===== src/hdl/ptsc_pkg.sv =====
// Package for the periodic task scheduler: command, record and state codes,
// entry table and record types, saturating counter helper. No dependencies.
package ptsc_pkg;

  localparam logic [15:0] SAT_MAX = 16'hFFFF;

  typedef enum logic [1:0] {
    CMD_LOAD   = 2'd0,
    CMD_TICK   = 2'd1,
    CMD_REPORT = 2'd2,
    CMD_NONE   = 2'd3
  } cmd_t;

  typedef enum logic [2:0] {
    REC_IDLE    = 3'd0,
    REC_PREEMPT = 3'd1,
    REC_FINISH  = 3'd2,
    REC_LOST    = 3'd3,
    REC_REPORT  = 3'd4,
    REC_REJECT  = 3'd5
  } rec_kind_t;

  typedef enum logic [3:0] {
    ST_IDLE,
    ST_LOAD,
    ST_REL,
    ST_DEC,
    ST_EMIT,
    ST_MISS,
    ST_RFLUSH,
    ST_RSCAN,
    ST_REMIT
  } state_t;

  // one output record
  typedef struct packed {
    rec_kind_t   kind;
    logic [2:0]  task_id;
    logic [15:0] units;
    logic [15:0] lost;
    logic [15:0] done;
    logic        killed;
    logic        last;
  } rec_t;

  // fixed-width part of a task entry
  typedef struct packed {
    logic [15:0] period;
    logic [15:0] deadline;
    logic [15:0] burst;
    logic [15:0] remaining;
    logic [15:0] lost;
    logic [15:0] done;
    logic        active;
  } ent_t;

  function automatic logic [15:0] sat_inc(input logic [15:0] v);
    return (v == SAT_MAX) ? v : v + 16'd1;
  endfunction

endpackage


===== src/hdl/periodic_task_scheduler_rm_edf_core.sv =====
// Periodic real-time task scheduler (rate monotonic or EDF) over a table of
// MAX_TASKS entries kept in two synchronous memories, each with one read
// port, one write port and a registered read. A transaction is taken only
// while the block is idle. A load is validated and written, or rejected
// once the output slot is free. A tick makes two passes over the entry table
// (release and pick, then deadline check), one read per entry per cycle, set
// by the single read port, and between them runs one unit and emits its
// records. A report flushes any pending idle record, then scans the table,
// skipping empty entries and emitting one record per loaded entry.
// No clearing pass after reset: per-entry valid bits gate every read.
// Depends on ptsc_pkg and ptsc_out_reg.
module periodic_task_scheduler_rm_edf_core #(
  parameter int MAX_TASKS = 8,
  parameter int TIME_BITS = 32
) (
  input  logic        clk,
  input  logic        rst_n,
  input  logic        cfg_wr_en,
  input  logic        cfg_wr_data,
  input  logic        in_valid,
  output logic        in_stall,
  input  logic [1:0]  in_command,
  input  logic [2:0]  in_task_index,
  input  logic [15:0] in_period_ticks,
  input  logic [15:0] in_deadline_ticks,
  input  logic [15:0] in_burst_ticks,
  output logic        out_valid,
  input  logic        out_stall,
  output logic [2:0]  out_record_kind,
  output logic [2:0]  out_record_task,
  output logic [15:0] out_segment_units,
  output logic [15:0] out_lost_count,
  output logic [15:0] out_complete_count,
  output logic        out_killed_count,
  output logic        out_last_record
);
  import ptsc_pkg::*;

  localparam int IDX_W = (MAX_TASKS > 1) ? $clog2(MAX_TASKS) : 1;
  localparam int CTR_W = IDX_W + 1;
  localparam logic [IDX_W-1:0] LAST_IDX = IDX_W'(MAX_TASKS - 1);
  localparam logic [CTR_W-1:0] N_ENT = CTR_W'(MAX_TASKS);

  // control state
  state_t                 state_r, state_nxt;
  logic                   policy_r;
  logic [TIME_BITS-1:0]   time_r, time_nxt;
  logic                   run_vld_r, run_vld_nxt;
  logic [IDX_W-1:0]       run_task_r, run_task_nxt;
  logic [15:0]            run_units_r, run_units_nxt;
  logic [15:0]            idle_r, idle_nxt;
  logic [MAX_TASKS-1:0]   ent_vld_r, ent_vld_nxt;
  logic [CTR_W-1:0]       cnt_r, cnt_nxt;
  logic                   proc_vld_r, proc_vld_nxt;
  logic                   best_vld_r, best_vld_nxt;
  logic [3:0]             pend_r, pend_nxt;
  logic [CTR_W-1:0]       scan_r, scan_nxt;

  // payload registers
  logic [2:0]             cmd_idx_r;
  logic [15:0]            per_r, dl_r, bu_r;
  logic [IDX_W-1:0]       proc_idx_r, proc_idx_nxt;
  logic [IDX_W-1:0]       best_idx_r, best_idx_nxt;
  ent_t                   best_ent_r, best_ent_nxt;
  logic [TIME_BITS-1:0]   best_nr_r, best_nr_nxt, best_ad_r, best_ad_nxt;
  logic [15:0]            idle_val_r, idle_val_nxt;
  logic [IDX_W-1:0]       h_task_r, h_task_nxt;
  logic [15:0]            h_units_r, h_units_nxt;
  logic [IDX_W-1:0]       fl_task_r, fl_task_nxt;
  logic [15:0]            fl_units_r, fl_units_nxt;

  // entry table: fixed fields and time fields {next_release, abs_deadline}
  ent_t                   ent_mem [MAX_TASKS];
  logic [2*TIME_BITS-1:0] tm_mem  [MAX_TASKS];
  ent_t                   ent_rd_r;
  logic [2*TIME_BITS-1:0] tm_rd_r;
  logic                   rd_en, we;
  logic [IDX_W-1:0]       rd_addr, wr_addr;
  ent_t                   wr_ent;
  logic [2*TIME_BITS-1:0] wr_tm;

  // record path
  logic                   rec_ld, rec_free;
  rec_t                   rec_d;
  logic                   in_acc;

  assign in_stall = (state_r != ST_IDLE);
  assign in_acc   = in_valid && !in_stall;

  // table memories
  always_ff @(posedge clk) begin
    if (we) begin
      ent_mem[wr_addr] <= wr_ent;
      tm_mem[wr_addr]  <= wr_tm;
    end
    if (rd_en) begin
      ent_rd_r <= ent_mem[rd_addr];
      tm_rd_r  <= tm_mem[rd_addr];
    end
  end

  // captured command
  always_ff @(posedge clk) begin
    if (in_acc) begin
      cmd_idx_r <= in_task_index;
      per_r     <= in_period_ticks;
      dl_r      <= in_deadline_ticks;
      bu_r      <= in_burst_ticks;
    end
  end

  // configuration register
  always_ff @(posedge clk) begin
    if (!rst_n) begin
      policy_r <= 1'b0;
    end else if (cfg_wr_en) begin
      policy_r <= cfg_wr_data;
    end
  end

  // control registers
  always_ff @(posedge clk) begin
    if (!rst_n) begin
      state_r     <= ST_IDLE;
      time_r      <= '0;
      run_vld_r   <= 1'b0;
      run_task_r  <= '0;
      run_units_r <= '0;
      idle_r      <= '0;
      ent_vld_r   <= '0;
      cnt_r       <= '0;
      proc_vld_r  <= 1'b0;
      best_vld_r  <= 1'b0;
      pend_r      <= '0;
      scan_r      <= '0;
    end else begin
      state_r     <= state_nxt;
      time_r      <= time_nxt;
      run_vld_r   <= run_vld_nxt;
      run_task_r  <= run_task_nxt;
      run_units_r <= run_units_nxt;
      idle_r      <= idle_nxt;
      ent_vld_r   <= ent_vld_nxt;
      cnt_r       <= cnt_nxt;
      proc_vld_r  <= proc_vld_nxt;
      best_vld_r  <= best_vld_nxt;
      pend_r      <= pend_nxt;
      scan_r      <= scan_nxt;
    end
  end

  // datapath registers
  always_ff @(posedge clk) begin
    proc_idx_r <= proc_idx_nxt;
    best_idx_r <= best_idx_nxt;
    best_ent_r <= best_ent_nxt;
    best_nr_r  <= best_nr_nxt;
    best_ad_r  <= best_ad_nxt;
    idle_val_r <= idle_val_nxt;
    h_task_r   <= h_task_nxt;
    h_units_r  <= h_units_nxt;
    fl_task_r  <= fl_task_nxt;
    fl_units_r <= fl_units_nxt;
  end

  // sequencer: next state, table accesses, records
  always_comb begin
    ent_t                 e;
    logic [TIME_BITS-1:0] nr, ad, tnext;
    logic                 rel, cand, better, miss, ok, more;
    logic [15:0]          ru, idle_n;
    logic                 rv;
    logic [IDX_W-1:0]     rt, sidx;
    logic [3:0]           pn;

    state_nxt     = state_r;
    time_nxt      = time_r;
    run_vld_nxt   = run_vld_r;
    run_task_nxt  = run_task_r;
    run_units_nxt = run_units_r;
    idle_nxt      = idle_r;
    ent_vld_nxt   = ent_vld_r;
    cnt_nxt       = cnt_r;
    proc_vld_nxt  = proc_vld_r;
    best_vld_nxt  = best_vld_r;
    pend_nxt      = pend_r;
    scan_nxt      = scan_r;
    proc_idx_nxt  = proc_idx_r;
    best_idx_nxt  = best_idx_r;
    best_ent_nxt  = best_ent_r;
    best_nr_nxt   = best_nr_r;
    best_ad_nxt   = best_ad_r;
    idle_val_nxt  = idle_val_r;
    h_task_nxt    = h_task_r;
    h_units_nxt   = h_units_r;
    fl_task_nxt   = fl_task_r;
    fl_units_nxt  = fl_units_r;

    rd_en   = 1'b0;
    rd_addr = cnt_r[IDX_W-1:0];
    we      = 1'b0;
    wr_addr = proc_idx_r;
    wr_ent  = ent_rd_r;
    wr_tm   = tm_rd_r;
    rec_ld  = 1'b0;
    rec_d   = '0;

    e      = ent_rd_r;
    {nr, ad} = tm_rd_r;
    tnext  = time_r + TIME_BITS'(1);
    rel    = 1'b0;
    cand   = 1'b0;
    better = 1'b0;
    miss   = 1'b0;
    ok     = 1'b0;
    more   = 1'b0;
    ru     = run_units_r;
    idle_n = idle_r;
    rv     = run_vld_r;
    rt     = run_task_r;
    pn     = '0;
    sidx   = scan_r[IDX_W-1:0];

    case (state_r)
      ST_IDLE: begin
        if (in_valid) begin
          case (cmd_t'(in_command))
            CMD_LOAD:   state_nxt = ST_LOAD;
            CMD_TICK: begin
              cnt_nxt      = '0;
              proc_vld_nxt = 1'b0;
              best_vld_nxt = 1'b0;
              state_nxt    = ST_REL;
            end
            CMD_REPORT: state_nxt = ST_RFLUSH;
            default:    state_nxt = ST_IDLE;
          endcase
        end
      end

      // validate and write one entry, or reject it
      ST_LOAD: begin
        ok = (32'(cmd_idx_r) < MAX_TASKS) && (per_r != 16'd0) && (dl_r != 16'd0) &&
             (bu_r != 16'd0) && (bu_r <= dl_r) && (dl_r <= per_r);
        if (ok) begin
          we                   = 1'b1;
          wr_addr              = IDX_W'(cmd_idx_r);
          wr_ent.period        = per_r;
          wr_ent.deadline      = dl_r;
          wr_ent.burst         = bu_r;
          wr_ent.remaining     = bu_r;
          wr_ent.lost          = '0;
          wr_ent.done          = '0;
          wr_ent.active        = 1'b1;
          wr_tm                = {TIME_BITS'(0), TIME_BITS'(dl_r)};
          ent_vld_nxt[wr_addr] = 1'b1;
          state_nxt            = ST_IDLE;
        end else if (rec_free) begin
          rec_ld        = 1'b1;
          rec_d.kind    = REC_REJECT;
          rec_d.task_id = cmd_idx_r;
          rec_d.last    = 1'b1;
          state_nxt     = ST_IDLE;
        end
      end

      // pass one: release due jobs and pick the winner
      ST_REL: begin
        if (cnt_r < N_ENT) begin
          rd_en   = 1'b1;
          cnt_nxt = cnt_r + CTR_W'(1);
        end
        proc_vld_nxt = (cnt_r < N_ENT);
        proc_idx_nxt = cnt_r[IDX_W-1:0];
        if (proc_vld_r) begin
          rel = ent_vld_r[proc_idx_r] && (nr == time_r);
          if (rel) begin
            e.remaining = e.burst;
            ad          = nr + TIME_BITS'(e.deadline);
            e.active    = 1'b1;
          end
          we     = rel;
          wr_ent = e;
          wr_tm  = {nr, ad};
          cand   = ent_vld_r[proc_idx_r] && e.active;
          better = policy_r ? (ad < best_ad_r) : (e.period < best_ent_r.period);
          if (cand && (!best_vld_r || better)) begin
            best_vld_nxt = 1'b1;
            best_idx_nxt = proc_idx_r;
            best_ent_nxt = e;
            best_nr_nxt  = nr;
            best_ad_nxt  = ad;
          end
          if (proc_idx_r == LAST_IDX) begin
            state_nxt = ST_DEC;
          end
        end
      end

      // switch, run one unit, detect finish or loss of the running job
      ST_DEC: begin
        e      = best_ent_r;
        nr     = best_nr_r;
        ad     = best_ad_r;
        idle_n = best_vld_r ? idle_r : sat_inc(idle_r);
        if ((best_vld_r != run_vld_r) || (best_vld_r && (best_idx_r != run_task_r))) begin
          if (idle_n != 16'd0) begin
            pn[0]        = 1'b1;
            idle_val_nxt = idle_n;
            idle_n       = '0;
          end
          if (run_vld_r) begin
            pn[1]       = 1'b1;
            h_task_nxt  = run_task_r;
            h_units_nxt = run_units_r;
          end
          rv = best_vld_r;
          rt = best_vld_r ? best_idx_r : '0;
          ru = '0;
        end
        if (best_vld_r) begin
          ru = sat_inc(ru);
          if (e.remaining != 16'd0) begin
            e.remaining = e.remaining - 16'd1;
          end
          fl_task_nxt  = best_idx_r;
          fl_units_nxt = ru;
          if (e.remaining == 16'd0) begin
            pn[2]    = 1'b1;
            e.done   = sat_inc(e.done);
            e.active = 1'b0;
            nr       = nr + TIME_BITS'(e.period);
            rv       = 1'b0;
            rt       = '0;
            ru       = '0;
          end else if (tnext == ad) begin
            pn[3] = 1'b1;
            rv    = 1'b0;
            rt    = '0;
            ru    = '0;
          end
          we      = 1'b1;
          wr_addr = best_idx_r;
          wr_ent  = e;
          wr_tm   = {nr, ad};
        end
        idle_nxt      = idle_n;
        run_vld_nxt   = rv;
        run_task_nxt  = rt;
        run_units_nxt = ru;
        pend_nxt      = pn;
        cnt_nxt       = '0;
        proc_vld_nxt  = 1'b0;
        state_nxt     = ST_EMIT;
      end

      // records in order: idle, preempted, finished or lost
      ST_EMIT: begin
        if (pend_r == 4'd0) begin
          state_nxt = ST_MISS;
        end else if (rec_free) begin
          rec_ld = 1'b1;
          if (pend_r[0]) begin
            rec_d.kind  = REC_IDLE;
            rec_d.units = idle_val_r;
            pn          = pend_r & 4'b1110;
          end else if (pend_r[1]) begin
            rec_d.kind    = REC_PREEMPT;
            rec_d.task_id = 3'(h_task_r);
            rec_d.units   = h_units_r;
            pn            = pend_r & 4'b1100;
          end else begin
            rec_d.kind    = pend_r[2] ? REC_FINISH : REC_LOST;
            rec_d.task_id = 3'(fl_task_r);
            rec_d.units   = fl_units_r;
            pn            = '0;
          end
          rec_d.last = (pn == 4'd0);
          pend_nxt   = pn;
        end
      end

      // pass two: deadline misses, then advance time
      ST_MISS: begin
        if (cnt_r < N_ENT) begin
          rd_en   = 1'b1;
          cnt_nxt = cnt_r + CTR_W'(1);
        end
        proc_vld_nxt = (cnt_r < N_ENT);
        proc_idx_nxt = cnt_r[IDX_W-1:0];
        if (proc_vld_r) begin
          miss = ent_vld_r[proc_idx_r] && e.active && (e.remaining != 16'd0) && (tnext == ad);
          if (miss) begin
            e.lost      = sat_inc(e.lost);
            e.active    = 1'b0;
            e.remaining = '0;
            nr          = nr + TIME_BITS'(e.period);
          end
          we     = miss;
          wr_ent = e;
          wr_tm  = {nr, ad};
          if (proc_idx_r == LAST_IDX) begin
            time_nxt  = tnext;
            state_nxt = ST_IDLE;
          end
        end
      end

      // report: pending idle first
      ST_RFLUSH: begin
        if (idle_r == 16'd0) begin
          scan_nxt  = '0;
          state_nxt = ST_RSCAN;
        end else if (rec_free) begin
          rec_ld      = 1'b1;
          rec_d.kind  = REC_IDLE;
          rec_d.units = idle_r;
          rec_d.last  = (ent_vld_r == '0);
          idle_nxt    = '0;
          scan_nxt    = '0;
          state_nxt   = ST_RSCAN;
        end
      end

      ST_RSCAN: begin
        if (scan_r == N_ENT) begin
          state_nxt = ST_IDLE;
        end else if (!ent_vld_r[sidx]) begin
          scan_nxt = scan_r + CTR_W'(1);
        end else begin
          rd_en     = 1'b1;
          rd_addr   = sidx;
          state_nxt = ST_REMIT;
        end
      end

      ST_REMIT: begin
        for (int k = 0; k < MAX_TASKS; k++) begin
          if ((CTR_W'(k) > scan_r) && ent_vld_r[k]) begin
            more = 1'b1;
          end
        end
        if (rec_free) begin
          rec_ld        = 1'b1;
          rec_d.kind    = REC_REPORT;
          rec_d.task_id = 3'(sidx);
          rec_d.lost    = ent_rd_r.lost;
          rec_d.done    = ent_rd_r.done;
          rec_d.killed  = ent_rd_r.active && (ent_rd_r.remaining != 16'd0);
          rec_d.last    = !more;
          scan_nxt      = scan_r + CTR_W'(1);
          state_nxt     = ST_RSCAN;
        end
      end

      default: state_nxt = ST_IDLE;
    endcase
  end

  ptsc_out_reg u_out (
    .clk                (clk),
    .rst_n              (rst_n),
    .rec_ld             (rec_ld),
    .rec_d              (rec_d),
    .rec_free           (rec_free),
    .out_valid          (out_valid),
    .out_stall          (out_stall),
    .out_record_kind    (out_record_kind),
    .out_record_task    (out_record_task),
    .out_segment_units  (out_segment_units),
    .out_lost_count     (out_lost_count),
    .out_complete_count (out_complete_count),
    .out_killed_count   (out_killed_count),
    .out_last_record    (out_last_record)
  );

endmodule


===== src/hdl/ptsc_out_reg.sv =====
// Output holding register for scheduler records.
// Depends on ptsc_pkg (rec_t).
module ptsc_out_reg (
  input  logic            clk,
  input  logic            rst_n,
  input  logic            rec_ld,
  input  ptsc_pkg::rec_t  rec_d,
  output logic            rec_free,
  output logic            out_valid,
  input  logic            out_stall,
  output logic [2:0]      out_record_kind,
  output logic [2:0]      out_record_task,
  output logic [15:0]     out_segment_units,
  output logic [15:0]     out_lost_count,
  output logic [15:0]     out_complete_count,
  output logic            out_killed_count,
  output logic            out_last_record
);
  import ptsc_pkg::*;

  logic valid_r;
  rec_t rec_r;

  // slot is free when empty or the held transaction leaves this cycle
  assign rec_free = !valid_r || !out_stall;

  always_ff @(posedge clk) begin
    if (!rst_n) begin
      valid_r <= 1'b0;
    end else if (rec_ld) begin
      valid_r <= 1'b1;
    end else if (!out_stall) begin
      valid_r <= 1'b0;
    end
  end

  always_ff @(posedge clk) begin
    if (rec_ld) begin
      rec_r <= rec_d;
    end
  end

  assign out_valid          = valid_r;
  assign out_record_kind    = rec_r.kind;
  assign out_record_task    = rec_r.task_id;
  assign out_segment_units  = rec_r.units;
  assign out_lost_count     = rec_r.lost;
  assign out_complete_count = rec_r.done;
  assign out_killed_count   = rec_r.killed;
  assign out_last_record    = rec_r.last;

endmodule


===== config.mk =====
export PLATFORM = sky130hd
export DESIGN_NAME = periodic_task_scheduler_rm_edf_core
export DESIGN_NICKNAME = d
export VERILOG_FILES = /design/src/hdl/ptsc_pkg.sv /design/src/hdl/periodic_task_scheduler_rm_edf_core.sv /design/src/hdl/ptsc_out_reg.sv
export SDC_FILE = /design/constraint.sdc
export NUM_CORES = 2
export LEC_CHECK = 0
export BUFFER_PORTS_ARGS = -buffer_cell sky130_fd_sc_hd__buf_2
export CELL_PAD_IN_SITES_DETAIL_PLACEMENT = 1
export CELL_PAD_IN_SITES_GLOBAL_PLACEMENT = 1
export CORE_UTILIZATION = 55
export CTS_CLUSTER_DIAMETER = 50
export DETAILED_ROUTE_END_ITERATION = 10
export GPL_TIMING_DRIVEN = 1
export HOLD_SLACK_MARGIN = 0.05
export PLACE_DENSITY_LB_ADDON = 0.2
export RECOVER_POWER = 50
export SYNTH_ARGS = -nofsm -noshare
export SYNTH_HDL_FRONTEND = slang
export SYNTH_SLANG_ARGS = --single-unit

===== constraint.sdc =====
create_clock -name clk -period 26.1 [get_ports clk]
set_input_delay 3.915 -clock clk [delete_from_list [all_inputs] [get_ports clk]]
set_output_delay 3.915 -clock clk [all_outputs]
set_load 0.05 [all_outputs]

==> results.rst <==
.. list-table::
   :header-rows: 1

   * - Metric
     - Value
   * - GP Congestion
     - around 1
   * - Clk Tree Root Cell
     - sky130_fd_sc_hd__clkbuf_16
   * - Post-CTS setup buffers
     - 0
   * - H-tree levels
     - 4
   * - Max capacitance violation total
     - 18
   * - Overflow left after global routing
     - 0
   * - Fraction of the cycle the final worst path needs
     - 50.3%
   * - Ys async rst share
     - 0%
   * - Number of slew-limit violations in the final report
     - between 900 and 1000
   * - Number of clock buffers inserted by TritonCTS
     - around 200
   * - Row cnt
     - approximately 140
   * - Synth Net Count
     - 5363
   * - CTS Buffer Depth
     - 3
   * - Met3 global-route usage
     - 4.86%
   * - Count of instances resized after the clock tree is built
     - 0
   * - Worst hold path type
     - reg -> reg
   * - Routing layer with the top usage in global route
     - met2
   * - CTS tree
     - built
   * - Fraction of layout instances using a drive strength above 1
     - between 15 and 20%
   * - Number of cells produced by synthesis
     - around 5200
   * - Worst hold slack after final layout
     - 0.475 ns
   * - Die span in y
     - around 390 µm
   * - Standby leakage power
     - around 30 nW
   * - Netlist Area Pre-Place
     - slightly above 0.08 mm²
   * - CP startpoint kind
     - flip-flop
   * - Power density cells
     - roughly 110 mW/mm²
   * - Count of unresolved DRC violations after routing
     - 0
   * - R2r setup slk
     - 12.98 ns
   * - Largest net degree at the start of global routing
     - between 150 and 200
   * - Global routing usage on met1
     - about two fifths
   * - Arrival time reported for the critical path endpoint
     - ~14 ns
   * - GRT met2 Usage
     - roughly 52%
   * - Number of nets in the layout
     - 5494
   * - # placed instances
     - around 7000
   * - Sequential share of the synthesized area
     - between 60% and 70%
   * - Routed WL
     - roughly 230000 µm
   * - Vias after detailed routing
     - between 40000 and 50000
   * - Final hold violations
     - 0
   * - Count of synthesis-stage warnings from yosys
     - 0
   * - Violated checks
     - capacitance limit, slew limit
   * - Total of buffers placed on input and output ports
     - between 100 and 150
   * - Leading area contributor after synthesis
     - sky130_fd_sc_hd__edfxtp_1
   * - Most area-consuming cells after synthesis
     - sky130_fd_sc_hd__edfxtp_1, sky130_fd_sc_hd__mux4_2, sky130_fd_sc_hd__mux2_2, sky130_fd_sc_hd__dfxtp_1, sky130_fd_sc_hd__ha_1
   * - Post-DRT Antenna Nets
     - 0
   * - Category of the critical setup timing path
     - reg -> reg
   * - Number of sinks handled by clock tree synthesis
     - 1873
   * - Starting utilization of the core area
     - 55.5%
   * - Worst Setup End Kind
     - flip-flop
   * - Clock latency at the later pin of the worst-skew pair
     - roughly 0.84 ns
   * - Number of global-route vias before repair
     - 51153
   * - Horizontal extent of the die
     - around 390 µm
   * - Min cycle time layout
     - between 10 and 15 ns
   * - Number of register bits inferred by synthesis
     - between 1500 and 2000
   * - Final number of setup-violating endpoints
     - 0
   * - DP HPWL
     - about 150000 µm
   * - Required time at the endpoint of the critical path
     - 26.55 ns
   * - Maximum clock frequency
     - around 0.076 GHz
   * - Total GRT Usage
     - between 30% and 40%
   * - Routed length per instance
     - ~32 µm
   * - Number of top-level pins
     - around 120
   * - Number of synthesized flops with an enable pin
     - about 1800
   * - Area share of the largest cell type after synthesis
     - 64.9%
   * - First-pass GRT wire length
     - roughly 340000 µm
   * - Slew of the pin with the lowest slew margin
     - about 10 ns
   * - Worst VDD drop
     - between 0.00006 and 0.00007 V
   * - Area growth syn-to-layout
     - 11.1%
   * - Count of hold buffers inserted by post-cts repair
     - 0
   * - Average via count per standard cell
     - 6.61
   * - Length of the first detailed-routing pass in iterations
     - 7
   * - Predominant post-synthesis flop cell
     - sky130_fd_sc_hd__edfxtp_1
   * - Final cell count without fillers
     - between 7000 and 8000
   * - Rel. slew slack
     - -568%
   * - Distinct cell type count of the synthesized netlist
     - 91
   * - Mean Syn Cell Area
     - 15.9 µm²
   * - Placed standard-cell area
     - 0.0849 mm²
   * - Highest net fanout along the worst path
     - 91
   * - Number of antenna violations at the first check in global routing
     - 9
   * - Total negative slack
     - 0 ns
   * - Unrepaired setup endpoints after global routing
     - no
   * - Clock transition at the registers of the reported paths
     - about 0.06 ns
   * - Full die area
     - between 0.15 and 0.2 mm²
   * - Area inside the core boundary
     - about 0.15 mm²
   * - 1st-iter DRT viols
     - ~5000
   * - Result of the run
     - finished, violations left
   * - Post-route cell area
     - 0.0913 mm²
   * - Worst-case clock skew
     - between 0.04 and 0.05 ns
==> layout make-up <==
class | count | area (µm²)
inverter | 193 | 726
multi-input combinational | 2821 | 25100
timing repair buffer | 202 | 1050
clock buffer | 253 | 5360
fill | 13170 | 56700
clock inverter | 122 | 1310
tap | 1930 | 2410
sequential | 1873 | 55300
antenna | 1 | 2.50
==> cells in the final DEF (no fill, tap or decap), drive strengths merged, types with 23 or more instances in the layout <==
cell	n
edfxtp	1777
clkbuf	377
mux4	326
nand2	221
inv	212
nor2	210
mux2	197
o21ai	191
a21oi	190
xnor2	172
ha	140
nand3	106
dfxtp	96
buf	78
nor3	77
nand4	72
clkinv	70
xor2	69
and2	67
nor2b	66
nor4	63
mux2i	53
a21o	51
a222oi	51
and3	50
a22oi	46
a221o	43
or3	29
a31oi	25
nand2b	23
==> worst max-delay path: stages, from the launching register on <==
cell,delay (ns)
sky130_fd_sc_hd__dfxtp_2,0.31
sky130_fd_sc_hd__clkbuf_1,1.79
sky130_fd_sc_hd__nand2_1,1.23
sky130_fd_sc_hd__clkbuf_1,1.35
sky130_fd_sc_hd__clkinvlp_2,1.96
sky130_fd_sc_hd__clkbuf_1,4.24
sky130_fd_sc_hd__a221o_1,0.67
sky130_fd_sc_hd__a21oi_1,0.10
sky130_fd_sc_hd__o21ai_0,0.98
==> report_power, final <==
part           internal [mW]  leakage (nW)  switching (mW)
clock                   1.66          3.21            1.21
sequential              4.19          16.9           0.356
combinational          0.895          10.0            1.50
total                   6.74          30.1            3.06
==> worst paths after layout <==
kind | to | cells past startpoint | from
worst min-delay path | best_ent_r[2]$_DFFE_PP_ | 0 | ent_rd_r[2]$_DFFE_PP_
worst max-delay path | tm_mem[7][9]$_DFFE_PP_ | 8 | best_vld_r$_SDFFE_PN0P_
worst max register to register | tm_mem[7][9]$_DFFE_PP_ | 8 | best_vld_r$_SDFFE_PN0P_
worst min register to register | best_ent_r[2]$_DFFE_PP_ | 0 | ent_rd_r[2]$_DFFE_PP_
==> per-stage QoR <==
stage / worst slack (ns) / power [mW] / util, %
6_report: 12.98 / 9.81 / 61.7
5_1_grt: 11.37 / 10.1 / 61.7
4_1_cts: 17.91 / 9.77 / 61.9
3_5_place_dp: 17.97 / 6.90 / 57.4
3_3_place_gp: 18.37 / 6.78 / 57.4
2_1_floorplan: 8.86 / 6.03 / -
==> synthesized netlist by cell type, types with 11 or more instances <==
cell type / instances
sky130_fd_sc_hd__or3_1: 29
sky130_fd_sc_hd__a211oi_1: 22
sky130_fd_sc_hd__buf_4: 13
sky130_fd_sc_hd__or2_2: 11
sky130_fd_sc_hd__nor3_1: 77
sky130_fd_sc_hd__dfxtp_1: 96
sky130_fd_sc_hd__mux2i_1: 53
sky130_fd_sc_hd__a211o_1: 12
sky130_fd_sc_hd__xor2_1: 69
sky130_fd_sc_hd__a221o_1: 43
sky130_fd_sc_hd__buf_2: 51
sky130_fd_sc_hd__a21o_1: 51
sky130_fd_sc_hd__and3_1: 50
sky130_fd_sc_hd__a222oi_1: 51
sky130_fd_sc_hd__nor2_1: 210
sky130_fd_sc_hd__nor2b_1: 66
sky130_fd_sc_hd__nor4_1: 61
sky130_fd_sc_hd__edfxtp_1: 1777
sky130_fd_sc_hd__mux2_2: 197
sky130_fd_sc_hd__and2_1: 65
sky130_fd_sc_hd__a21oi_1: 190
sky130_fd_sc_hd__mux4_2: 326
sky130_fd_sc_hd__a22oi_1: 46
sky130_fd_sc_hd__o211ai_1: 15
sky130_fd_sc_hd__o21a_1: 19
sky130_fd_sc_hd__a21boi_0: 18
sky130_fd_sc_hd__nand3_1: 104
sky130_fd_sc_hd__and4_1: 13
sky130_fd_sc_hd__clkbuf_1: 177
sky130_fd_sc_hd__ha_1: 140
sky130_fd_sc_hd__inv_1: 192
sky130_fd_sc_hd__a31oi_1: 25
sky130_fd_sc_hd__nand2_1: 220
sky130_fd_sc_hd__buf_1: 32
sky130_fd_sc_hd__xnor2_1: 172
sky130_fd_sc_hd__nand2b_1: 23
sky130_fd_sc_hd__o21ai_0: 184
sky130_fd_sc_hd__nor3b_1: 20
sky130_fd_sc_hd__nand4_1: 69
==> sequential cells by signal, indices dropped and copies added, names as in the netlist, 4 cells and up <==
name	count
state_r	4
ent_mem	776
per_r	16
bu_r	16
best_ent_r	97
tm_mem	512
idle_val_r	16
cnt_r	4
h_units_r	16
best_nr_r	32
pend_r	4
idle_r	16
ent_rd_r	97
best_ad_r	32
ent_vld_r	8
u_out.out_segment_units	16
u_out.out_complete_count	16
tm_rd_r	64
run_units_r	16
u_out.out_lost_count	16
dl_r	16
scan_r	4
time_r	32
fl_units_r	16
==> per-layer routing <==
metal  up-vias  wire (µm)
li1      20739          -
met1     25717      93700
met2      2041     117000
met3       401      15700
met4         6       7130
met5         -         43
==> logic make-up (layout without fill, tap and decap cells) <==
| logic type | count (synthesis) | in the layout | synth area share [%] |
|---|---|---|---|
| AO/OA/AOI/OAI | 798 | 798 | 6.57 |
| XOR/XNOR | 244 | 244 | 2.65 |
| adder cells (fa/ha/maj) | 143 | 143 | 2.21 |
| buffers and inverters | 467 | 770 | 2.27 |
| flip-flops | 1873 | 1873 | 67.3 |
| multiplexers | 576 | 576 | 12.3 |
| other | 0 | 1 | 0 |
| AND/OR/NAND/NOR | 1060 | 1060 | 6.73 |
Note: power is estimated with default switching activity, not from simulation.
